### config.mk
export PLATFORM = sky130hd
export DESIGN_NAME = n_density_read_trimmer
export DESIGN_NICKNAME = d
export VERILOG_FILES = /design/src/sv/ndrt_pkg.sv /design/src/sv/ndrt_in_reg.sv /design/src/sv/ndrt_core.sv /design/src/sv/ndrt_out_reg.sv /design/src/sv/n_density_read_trimmer.sv
export SDC_FILE = /design/constraint.sdc
export NUM_CORES = 1
export LEC_CHECK = 0
export ABC_CLOCK_PERIOD_IN_PS = 19600
export BUFFER_PORTS_ARGS = -buffer_cell sky130_fd_sc_hd__buf_2
export CORE_ASPECT_RATIO = 0.9
export CORE_UTILIZATION = 45
export CTS_BUF_LIST = sky130_fd_sc_hd__clkbuf_2
export DETAILED_ROUTE_END_ITERATION = 6
export SLEW_MARGIN = 20
export SYNTH_ARGS = -nofsm -noshare
export SYNTH_HDL_FRONTEND = slang
export SYNTH_HIERARCHICAL = 1
export SYNTH_SLANG_ARGS = --single-unit
### constraint.sdc
create_clock -name clk -period 19.6 [get_ports clk]
set_clock_uncertainty 0.1 [all_clocks]
set_input_delay 5.88 -clock clk [delete_from_list [all_inputs] [get_ports clk]]
set_output_delay 5.88 -clock clk [all_outputs]
set_load 0.005 [all_outputs]
### src/sv/ndrt_pkg.sv
// ndrt_pkg: shared types and constants for the n-density read trimmer
// no dependencies; imported by every module of the block

package ndrt_pkg;

	// position counter width, derived widths, score and gain widths
	localparam int POS_W   = 16;
	localparam int LEN_W   = POS_W + 1;
	localparam int EXT_W   = ((POS_W > 16) ? POS_W : 16) + 2;
	localparam int SCORE_W = 25;
	localparam int GAIN_W  = 7;

	// scoring constants
	localparam logic [7:0]         BASE_N       = 8'h4E;
	localparam logic [GAIN_W-1:0]  GAIN_RESET   = 7'd30;
	localparam logic signed [SCORE_W-1:0] PENALTY_NEG = -25'sd100;

	// one base of a read window
	typedef struct packed {
		logic [7:0]  nucleotide;
		logic        first_item;
		logic        last_item;
		logic [15:0] window_start;
		logic        required_valid;
		logic [15:0] region_start;
		logic [15:0] region_length;
	} item_t;

	// one trimming result
	typedef struct packed {
		logic [15:0] trimmed_start;
		logic [16:0] trimmed_length;
	} result_t;

	// input register contents seen by the datapath
	typedef struct packed {
		logic  valid;
		item_t item;
	} slot_t;

	// result handed to the output register
	typedef struct packed {
		logic    push;
		result_t res;
	} push_t;

endpackage

### src/sv/ndrt_in_reg.sv
// ndrt_in_reg: input register stage of the trimmer
// depends on ndrt_pkg

module ndrt_in_reg import ndrt_pkg::*; (
	input  logic  clk,
	input  logic  arst_n,
	input  logic  in_valid,
	output logic  in_ready,
	input  item_t in_data,
	input  logic  take,
	output slot_t slot
);

	logic  valid_s1;
	item_t item_s1;

	// free when empty or when the held item is consumed this cycle
	assign in_ready = !valid_s1 || take;

	always_ff @(posedge clk or negedge arst_n) begin
		if (!arst_n) begin
			valid_s1 <= 1'b0;
		end else if (in_ready) begin
			valid_s1 <= in_valid;
		end
	end

	// payload needs no reset
	always_ff @(posedge clk) begin
		if (in_valid && in_ready) begin
			item_s1 <= in_data;
		end
	end

	assign slot.valid = valid_s1;
	assign slot.item  = item_s1;

endmodule

### src/sv/ndrt_core.sv
// ndrt_core: per-base scoring, segment tracking and result formation
// depends on ndrt_pkg; fed by ndrt_in_reg, feeds ndrt_out_reg

module ndrt_core import ndrt_pkg::*; (
	input  logic              clk,
	input  logic              arst_n,
	input  logic              cfg_valid,
	input  logic [GAIN_W-1:0] cfg_data,
	input  slot_t             slot,
	input  logic              out_free,
	output logic              take,
	output push_t             push
);

	// saturating add within the signed score range
	function automatic logic signed [SCORE_W-1:0] sat_add(
		input logic signed [SCORE_W-1:0] a,
		input logic signed [SCORE_W-1:0] b
	);
		logic signed [SCORE_W:0] s;
		s = {a[SCORE_W-1], a} + {b[SCORE_W-1], b};
		if (s[SCORE_W] != s[SCORE_W-1]) begin
			sat_add = s[SCORE_W] ? {1'b1, {(SCORE_W-1){1'b0}}}
			                     : {1'b0, {(SCORE_W-1){1'b1}}};
		end else begin
			sat_add = s[SCORE_W-1:0];
		end
	endfunction

	logic [GAIN_W-1:0]         gain_q;
	logic [POS_W-1:0]          pos_q;
	logic [POS_W-1:0]          seg_start_q;
	logic signed [SCORE_W-1:0] prefix_q;
	logic signed [SCORE_W-1:0] suffix_q;
	logic                      in_bad_q;
	logic [POS_W-1:0]          bad_start_q;
	logic [LEN_W-1:0]          best_len_q;
	logic [POS_W-1:0]          best_start_q;

	item_t                     it;
	logic [POS_W-1:0]          base_pos;
	logic [POS_W-1:0]          seg0;
	logic signed [SCORE_W-1:0] pre0, pre1, pre2, pre_n;
	logic signed [SCORE_W-1:0] suf0, suf1, suf2, suf_n;
	logic signed [SCORE_W-1:0] gain_s;
	logic                      bad0, bad_n;
	logic [POS_W-1:0]          bss0, bss_n;
	logic [LEN_W-1:0]          bl0, bl_n;
	logic [POS_W-1:0]          bs0, bs_n;
	logic [POS_W-1:0]          seg_n;
	logic [LEN_W-1:0]          seg_len;
	logic                      close;
	logic [EXT_W-1:0]          s_ext, len_ext, req_end, rs_ext;

	assign it     = slot.item;
	assign take   = slot.valid && (!it.last_item || out_free);
	assign gain_s = SCORE_W'(gain_q);

	// scoring and segment bookkeeping for the base in the input register
	always_comb begin
		base_pos = it.first_item ? POS_W'(it.window_start) : pos_q;
		seg0     = it.first_item ? base_pos : seg_start_q;
		pre0     = it.first_item ? '0 : prefix_q;
		suf0     = it.first_item ? '0 : suffix_q;
		bad0     = it.first_item ? 1'b0 : in_bad_q;
		bss0     = it.first_item ? '0 : bad_start_q;
		bl0      = it.first_item ? '0 : best_len_q;
		bs0      = it.first_item ? '0 : best_start_q;

		// penalty on an N base, then gain, each saturating
		pre1 = (it.nucleotide == BASE_N) ? sat_add(pre0, PENALTY_NEG) : pre0;
		suf1 = (it.nucleotide == BASE_N) ? sat_add(suf0, PENALTY_NEG) : suf0;
		pre2 = sat_add(pre1, gain_s);
		suf2 = sat_add(suf1, gain_s);

		// bad-suffix run tracking
		suf_n = suf2;
		bad_n = bad0;
		bss_n = bss0;
		if (!suf2[SCORE_W-1]) begin
			bad_n = 1'b0;
			suf_n = '0;
		end else if (!bad0) begin
			bad_n = 1'b1;
			bss_n = base_pos;
		end

		// segment close on negative prefix or end of window
		close   = pre2[SCORE_W-1] || it.last_item;
		seg_len = LEN_W'(POS_W'(base_pos - seg0)) + LEN_W'(it.last_item);
		if (bad_n) begin
			seg_len = LEN_W'(POS_W'(bss_n - seg0));
		end
		pre_n = pre2;
		seg_n = seg0;
		bl_n  = bl0;
		bs_n  = bs0;
		if (close) begin
			if (seg_len > bl0) begin
				bl_n = seg_len;
				bs_n = seg0;
			end
			seg_n = base_pos + POS_W'(1);
			bad_n = 1'b0;
			suf_n = '0;
			pre_n = '0;
		end

		// widen to cover the required region
		s_ext   = EXT_W'(bs_n);
		len_ext = EXT_W'(bl_n);
		rs_ext  = EXT_W'(it.region_start);
		req_end = rs_ext + EXT_W'(it.region_length);
		if (it.required_valid) begin
			if (rs_ext < s_ext) begin
				s_ext = rs_ext;
			end
			if (s_ext + len_ext < req_end) begin
				len_ext = req_end - s_ext;
			end
		end
	end

	assign push.push               = take && it.last_item;
	assign push.res.trimmed_start  = s_ext[15:0];
	assign push.res.trimmed_length = len_ext[16:0];

	// configuration register
	always_ff @(posedge clk or negedge arst_n) begin
		if (!arst_n) begin
			gain_q <= GAIN_RESET;
		end else if (cfg_valid) begin
			gain_q <= cfg_data;
		end
	end

	// window state
	always_ff @(posedge clk or negedge arst_n) begin
		if (!arst_n) begin
			pos_q        <= '0;
			seg_start_q  <= '0;
			prefix_q     <= '0;
			suffix_q     <= '0;
			in_bad_q     <= 1'b0;
			bad_start_q  <= '0;
			best_len_q   <= '0;
			best_start_q <= '0;
		end else if (take) begin
			pos_q        <= base_pos + POS_W'(1);
			seg_start_q  <= seg_n;
			prefix_q     <= pre_n;
			suffix_q     <= suf_n;
			in_bad_q     <= bad_n;
			bad_start_q  <= bss_n;
			best_len_q   <= bl_n;
			best_start_q <= bs_n;
		end
	end

endmodule

### src/sv/ndrt_out_reg.sv
// ndrt_out_reg: result register of the trimmer
// depends on ndrt_pkg; loaded from ndrt_core

module ndrt_out_reg import ndrt_pkg::*; (
	input  logic    clk,
	input  logic    arst_n,
	input  push_t   push,
	output logic    out_free,
	output logic    out_valid,
	input  logic    out_ready,
	output result_t out_data
);

	logic    valid_q;
	result_t res_q;

	// room for a new result when empty or drained this cycle
	assign out_free = !valid_q || out_ready;

	always_ff @(posedge clk or negedge arst_n) begin
		if (!arst_n) begin
			valid_q <= 1'b0;
		end else if (out_free) begin
			valid_q <= push.push;
		end
	end

	always_ff @(posedge clk) begin
		if (push.push && out_free) begin
			res_q <= push.res;
		end
	end

	assign out_valid = valid_q;
	assign out_data  = res_q;

endmodule

### src/sv/n_density_read_trimmer.sv
// n_density_read_trimmer: top level of the n-density read trimmer
// depends on ndrt_pkg, ndrt_in_reg, ndrt_core, ndrt_out_reg
//
// channel   handshake              payload    moves
// in        in_valid / in_ready    in_data    one base per transaction
// out       out_valid / out_ready  out_data   one result after each last base
// cfg       cfg_valid / cfg_ready  cfg_data   n_allowance_percent
//
// one base per cycle unless a last base meets a waiting result; the combinational
// scoring path in ndrt_core between input and result register sets that figure
// out_valid rises when the result of a last base from the input register is loaded
// into the result register, delayed only while the previous result is still waiting
// asynchronous active-low reset clears all window state, gain returns to 30
// the input stalls only when a last base meets a result still waiting
// cfg_ready is always high

module n_density_read_trimmer import ndrt_pkg::*; (
	input  logic              clk,
	input  logic              arst_n,
	input  logic              in_valid,
	output logic              in_ready,
	input  item_t             in_data,
	output logic              out_valid,
	input  logic              out_ready,
	output result_t           out_data,
	input  logic              cfg_valid,
	output logic              cfg_ready,
	input  logic [GAIN_W-1:0] cfg_data
);

	slot_t slot;
	push_t push;
	logic  take;
	logic  out_free;

	assign cfg_ready = 1'b1;

	// input register
	ndrt_in_reg u_in (
		.clk      (clk),
		.arst_n   (arst_n),
		.in_valid (in_valid),
		.in_ready (in_ready),
		.in_data  (in_data),
		.take     (take),
		.slot     (slot)
	);

	// scoring datapath and window state
	ndrt_core u_core (
		.clk       (clk),
		.arst_n    (arst_n),
		.cfg_valid (cfg_valid && cfg_ready),
		.cfg_data  (cfg_data),
		.slot      (slot),
		.out_free  (out_free),
		.take      (take),
		.push      (push)
	);

	// result register
	ndrt_out_reg u_out (
		.clk       (clk),
		.arst_n    (arst_n),
		.push      (push),
		.out_free  (out_free),
		.out_valid (out_valid),
		.out_ready (out_ready),
		.out_data  (out_data)
	);

endmodule

# ---- Word-level counts from Yosys, hierarchy flattened
# Index checks and enable logic that the tools add are counted.
dict set report totals {
  regBits 233
  input_bits 71
  out_inout_bits 36
  elab_cells 86
}
dict set report op_classes {
  addsub 11
  magnitude_cmp 3
  n_eq_ne 5
  mux 36
  n_reduce_logical 11
}
# op n
set op_table {}
lappend op_table {{25-bit 2-to-1 mux} 15}
lappend op_table {{16-bit 2-to-1 mux} 11}
lappend op_table {{17-bit 2-to-1 mux} 6}
lappend op_table {{25-bit by 8-bit adder with 26-bit output} 2}
lappend op_table {{25-bit by 8-bit adder with 26-bit output, second input constant} 2}
lappend op_table {{16-bit subtractor} 2}
lappend op_table {{18-bit by 17-bit adder with 18-bit output} 1}
lappend op_table {{18-bit less-than comparator} 1}
lappend op_table {{18-bit 2-to-1 mux} 1}
lappend op_table {{16-bit by 1-bit adder with 17-bit output} 1}
lappend op_table {{16-bit by 16-bit adder with 17-bit output} 1}
lappend op_table {{17-bit > comparator} 1}
lappend op_table {{17-bit subtractor} 1}
lappend op_table {{16-bit by 1-bit adder with 16-bit output, second input constant} 1}
lappend op_table {{16-bit less-than comparator} 1}
lappend op_table {{8-bit by 7-bit equality test with 1-bit output, second input constant} 1}
lappend op_table {{1-bit logical AND} 4}
lappend op_table {{1-bit logical OR} 4}
lappend op_table {{1-bit != test} 4}
lappend op_table {{1-bit zero test} 3}
lappend op_table {{1-bit 2-to-1 mux} 3}

# ---- Longest topological paths before layout
dict set report logic_depth {
  ltp_word 21
  ltp_mapped 94
  ltp_nobuf 78
}

# ---- By module
# The synthesis kept the hierarchy.
# mod instances cells_per_inst area_per_inst_um2 seq_area_each_um2
set by_module_without_submodules {}
lappend by_module_without_submodules {ndrt_core 1 2070 16355.7 3458.3}
lappend by_module_without_submodules {ndrt_in_reg 1 64 1833.0 1796.7}
lappend by_module_without_submodules {ndrt_out_reg 1 37 1044.8 1016.0}
lappend by_module_without_submodules {n_density_read_trimmer 1 2 11.3 0.0}

# ---- Worst setup path after synthesis
# No wires, ideal clock.
dict set report synth_path {
  path_kind {register to register}
  start {register u_in.item_s1 (netlist bit u_in/slot[50])}
  end {register u_out.res_q (netlist bit u_out/out_data[13]), data pin}
  setup_time_ns 0.260
  arrival_ns 17.846
  t_required_ns 19.240
  path_slack_ns 1.394
  stages_incl_launch_ff 90
  n_path_buf 16
  synth_period_minus_slack_ns 18.206
  path_cell_list {edfxtp_1 -> buf_2 -> inv_1 -> buf_1 -> clkbuf_1 -> clkbuf_1 -> clkbuf_1 -> buf_1 -> clkbuf_1 -> nand2_1 -> ha_1 -> nand2b_1 -> nand2_1 -> and4_1 -> xnor2_1 -> nand2_1 -> ha_1 -> clkbuf_1 -> [54 not listed] -> a211oi_1 -> o211ai_1 -> a311oi_1 -> o21a_1 -> nor2_1 -> a21o_1 -> a211oi_1 -> nor2_1 -> ha_1 -> nand4_1 -> a211oi_1 -> and2_1 -> a211o_1 -> a41oi_1 -> and3_1 -> a2bb2oi_4 -> buf_12 -> mux2_4}
}
# item line
set synth_lines {}
lappend synth_lines {{from (decl)} ndrt_in_reg.sv:15} ;# item_t item_s1;
lappend synth_lines {{from (signal assigned)} ndrt_in_reg.sv:31} ;# item_s1 <= in_data;
lappend synth_lines {{to (signal assigned)} ndrt_out_reg.sv:30} ;# res_q <= push.res;
lappend synth_lines {{to (decl)} ndrt_out_reg.sv:15} ;# result_t res_q;

==> metrics.yaml <==
syn_area_per_cell_um2: 8.856
grt_pass1_wl_um: 87520
start_util_pct: 45.80
via_count: 17020
fmax_mhz: 54.95
clkTransAtPathRegs_ns: 0.11
status: "finished with violations"
syn_to_final_growth_pct: 8.842
worstPathArrival_ns: 18.84
drv_slew: 0
grt_max_degree: 81
ctsHtreeMaxLevel: 3
clock_latency_ns: 1.01
cpMostUsedCell: "ha_1"
setup_tns_ns: 0
drt_iter0_drc: 1436
gp_congestion: 0.9612
io_pins: 107
hold_path_class: "reg2reg"
critical-path-slowest-cell: "ha_2"
synth_edf_count: 92
fin_crit_ns: 18.20
dp_hpwl_um: 39620
synth_ff_type: "dfrtp_1"
drive_gt1_share_pct: 16.22
crit_type: "reg2reg"
cts.sinks: 232
die_h_um: 198.2
die_w_um: 220.0
fp.dieArea_um2: 43600
peakVddDrop_uv: 103.3
antenna_left: 0
rsz0062_at_grt: "false"
viasPerCell: 5.909
grt_pass1_vias: 16770
finalWirelength_um: 54660
violations: "DRC"
layout_common_cells: "236 x nand2_1, 152 x ha_1, 146 x o21ai_0, 143 x nor2_1, 136 x dfrtp_1"
num_rows: 71
ys_ff_latch: 232
ys_types: 103
max-slew-margin-rel_pct: 29.20
syn_nets: 2404
cts_made_buffers: 67
core_area_um2: 42020
synthArstFlopShare_pct: 60.34
cts_tree: "built"
gr-total-overflow: 0
slowest_delay_ns: 0.55
clock_path_buffers: 3
cap_violations: 0
root_buffer: "clkbuf_2"
antenna_found_initial: 2
synth_cells: 2173
synth-seq-area-share_pct: 32.59
mostFrequentLayoutCell: "nand2_1"
powerDensity_nw_per_um2: 136.2
stdcell_count: 2880
fin_nets: 2510
hold_viol_final: 0
place_inst: 2752
worstMarginPinSlew_ns: 1.058
cp_max_fo: 31
yosys_warnings: 6
track_usage_pct: 25.39
p_leak_nw: 9.162
syn_area_um2: 19240
worstPathRequired_ns: 20.24
wire_per_inst_um: 18.98
firstDrtPassIters: 7
start_kind: "flop"
portBuffers: 105
timing.final.crit_share_pct: 92.84
setup_violations: 0
drc: 9
cp-end-kind: "flop"
-- area by class of cell --
type                            count  area, um2
Tap cell                          547      684.4
Clock inverter                     24      157.7
Fill cell                        4070      21070
Multi-Input combinational cell   1741      12200
Timing Repair Buffer              133      754.5
Inverter                          104      390.4
Sequential cell                   232       6271
Antenna cell                        2      5.005
Clock buffer                       97      485.5
-- critical path: cells and delay by family (launching register included) --
kind,cells,cell delay [ns]
AOI/OAI and AO/OA,31,7.51
xor gates and xnor gates,1,0.11
DFF,1,0.41
adders and majority gates,9,3.06
muxes,3,0.86
buffers and inverters,8,1.48
and+or+nand+nor,20,4.34
-- state kept, by name (all words and copies together), names as in the netlist --
signal,cells
u_core/pos_q,16
u_out/out_data,33
u_core/gain_q,7
u_core/best_len_q,17
u_core/best_start_q,16
u_in/valid_s1,1
u_core/seg_start_q,16
u_out/out_valid,1
u_core/suffix_q,25
u_core/prefix_q,25
u_in/slot,59
u_core/bad_start_q,16
-- worst paths after layout --
check | depth (start not counted) | startpoint | slack [ns] | end
worst max-delay path | 72 | u_in/slot[50] | 1.40 | u_out/out_data[1]
worst min-delay path | 2 | u_core/pos_q[2] | 0.39 | u_core/pos_q[2]
worst max register to register | 72 | u_in/slot[50] | 1.40 | u_out/out_data[1]
worst min register to register | 2 | u_core/pos_q[2] | 0.39 | u_core/pos_q[2]
max in group asynchronous | 2 | arst_n | 13.26 | u_core/best_start_q[0]
min in group asynchronous | 1 | arst_n | 4.80 | u_core/prefix_q[13]
-- kinds of logic (layout without fill, tap and decap cells) --
kind of cell	count (synthesis)	count (layout)	synth area share (%)
AND/OR/NAND/NOR	720	720	18.52
AO/OA/AOI/OAI	606	606	20.92
adder cells (fa/ha/maj)	160	160	10.68
XOR/XNOR	108	108	4.915
multiplexers	146	146	8.185
other	1	3	0.01949
flip-flops	232	232	32.59
buffers and inverters	200	358	4.174
-- synthesized netlist by cell type, types with 7 or more instances --
| cell type | count | area (um2) |
|---|---|---|
| nand2_1 | 236 | 885.9 |
| nor3_1 | 58 | 290.3 |
| a211oi_1 | 24 | 180.2 |
| nor2b_1 | 31 | 193.9 |
| o21a_1 | 32 | 240.2 |
| clkbuf_1 | 66 | 247.7 |
| o31ai_1 | 15 | 112.6 |
| a22oi_1 | 13 | 97.59 |
| inv_1 | 103 | 386.6 |
| o31a_1 | 13 | 113.9 |
| ha_1 | 153 | 1914 |
| or2_2 | 13 | 81.33 |
| nor2_1 | 144 | 540.5 |
| o22ai_1 | 13 | 81.33 |
| a21o_1 | 36 | 270.3 |
| xnor2_1 | 78 | 683.2 |
| and3_1 | 20 | 125.1 |
| a31oi_1 | 21 | 131.4 |
| mux2_2 | 86 | 968.4 |
| o21ai_1 | 28 | 140.1 |
| a21boi_0 | 7 | 52.55 |
| fa_1 | 7 | 140.1 |
| xor2_1 | 30 | 262.8 |
| a221o_1 | 11 | 110.1 |
| nor4_1 | 11 | 68.82 |
| dfrtp_1 | 136 | 3403 |
| a21oi_1 | 132 | 660.6 |
| and4_1 | 8 | 70.07 |
| o211ai_1 | 19 | 142.6 |
| edfxtp_1 | 92 | 2763 |
| nand2b_1 | 18 | 112.6 |
| o21ai_0 | 146 | 730.7 |
| buf_2 | 18 | 90.09 |
| nand4_1 | 19 | 118.9 |
| nand3_1 | 71 | 355.3 |
| or3_1 | 28 | 175.2 |
| and2_1 | 13 | 81.33 |
| mux2i_1 | 58 | 580.6 |
-- what timing repair did --
action / in CTS / in global routing
gates resized for setup: 0 / 1
setup buffers: 0 / 5
setup endpoints to repair: 0 / 17
hold buffers: 0 / 0
-- routing by layer --
| metal | share of wire [%] | GRT usage (%) | vias to the layer above |
|---|---|---|---|
| li1 | - | - | 8296 |
| met4 | 3.6 | 11.42 | 0 |
| met1 | 45 | 32.90 | 8022 |
| met2 | 46 | 41.19 | 554 |
| met3 | 5.3 | 4.424 | 145 |
| met5 | 0 | 0 | - |
-- power breakdown --
group          internal [W]  switching [W]  total, W
registers          0.000633      0.0000551  0.000688
clock network      0.000160       0.000231  0.000391
logic              0.000777       0.000997   0.00177
-- per-stage QoR --
stage	setup WS [ns]	power, W	utilization (%)	instance area (um2)	hold slack, ns
after detailed placement	1.252	0.002409	48.18	20250	0.3625
after floorplan	1.394	0.002002	-	19240	0.3418
after CTS	1.121	0.002830	49.71	20890	0.3895
after global routing	0.05079	0.003116	49.85	20950	0.4047
final	1.403	0.002853	49.85	20950	0.3874
after global placement	1.768	0.002383	48.18	20250	0.3542
Note: power is estimated with default switching activity, not from simulation.
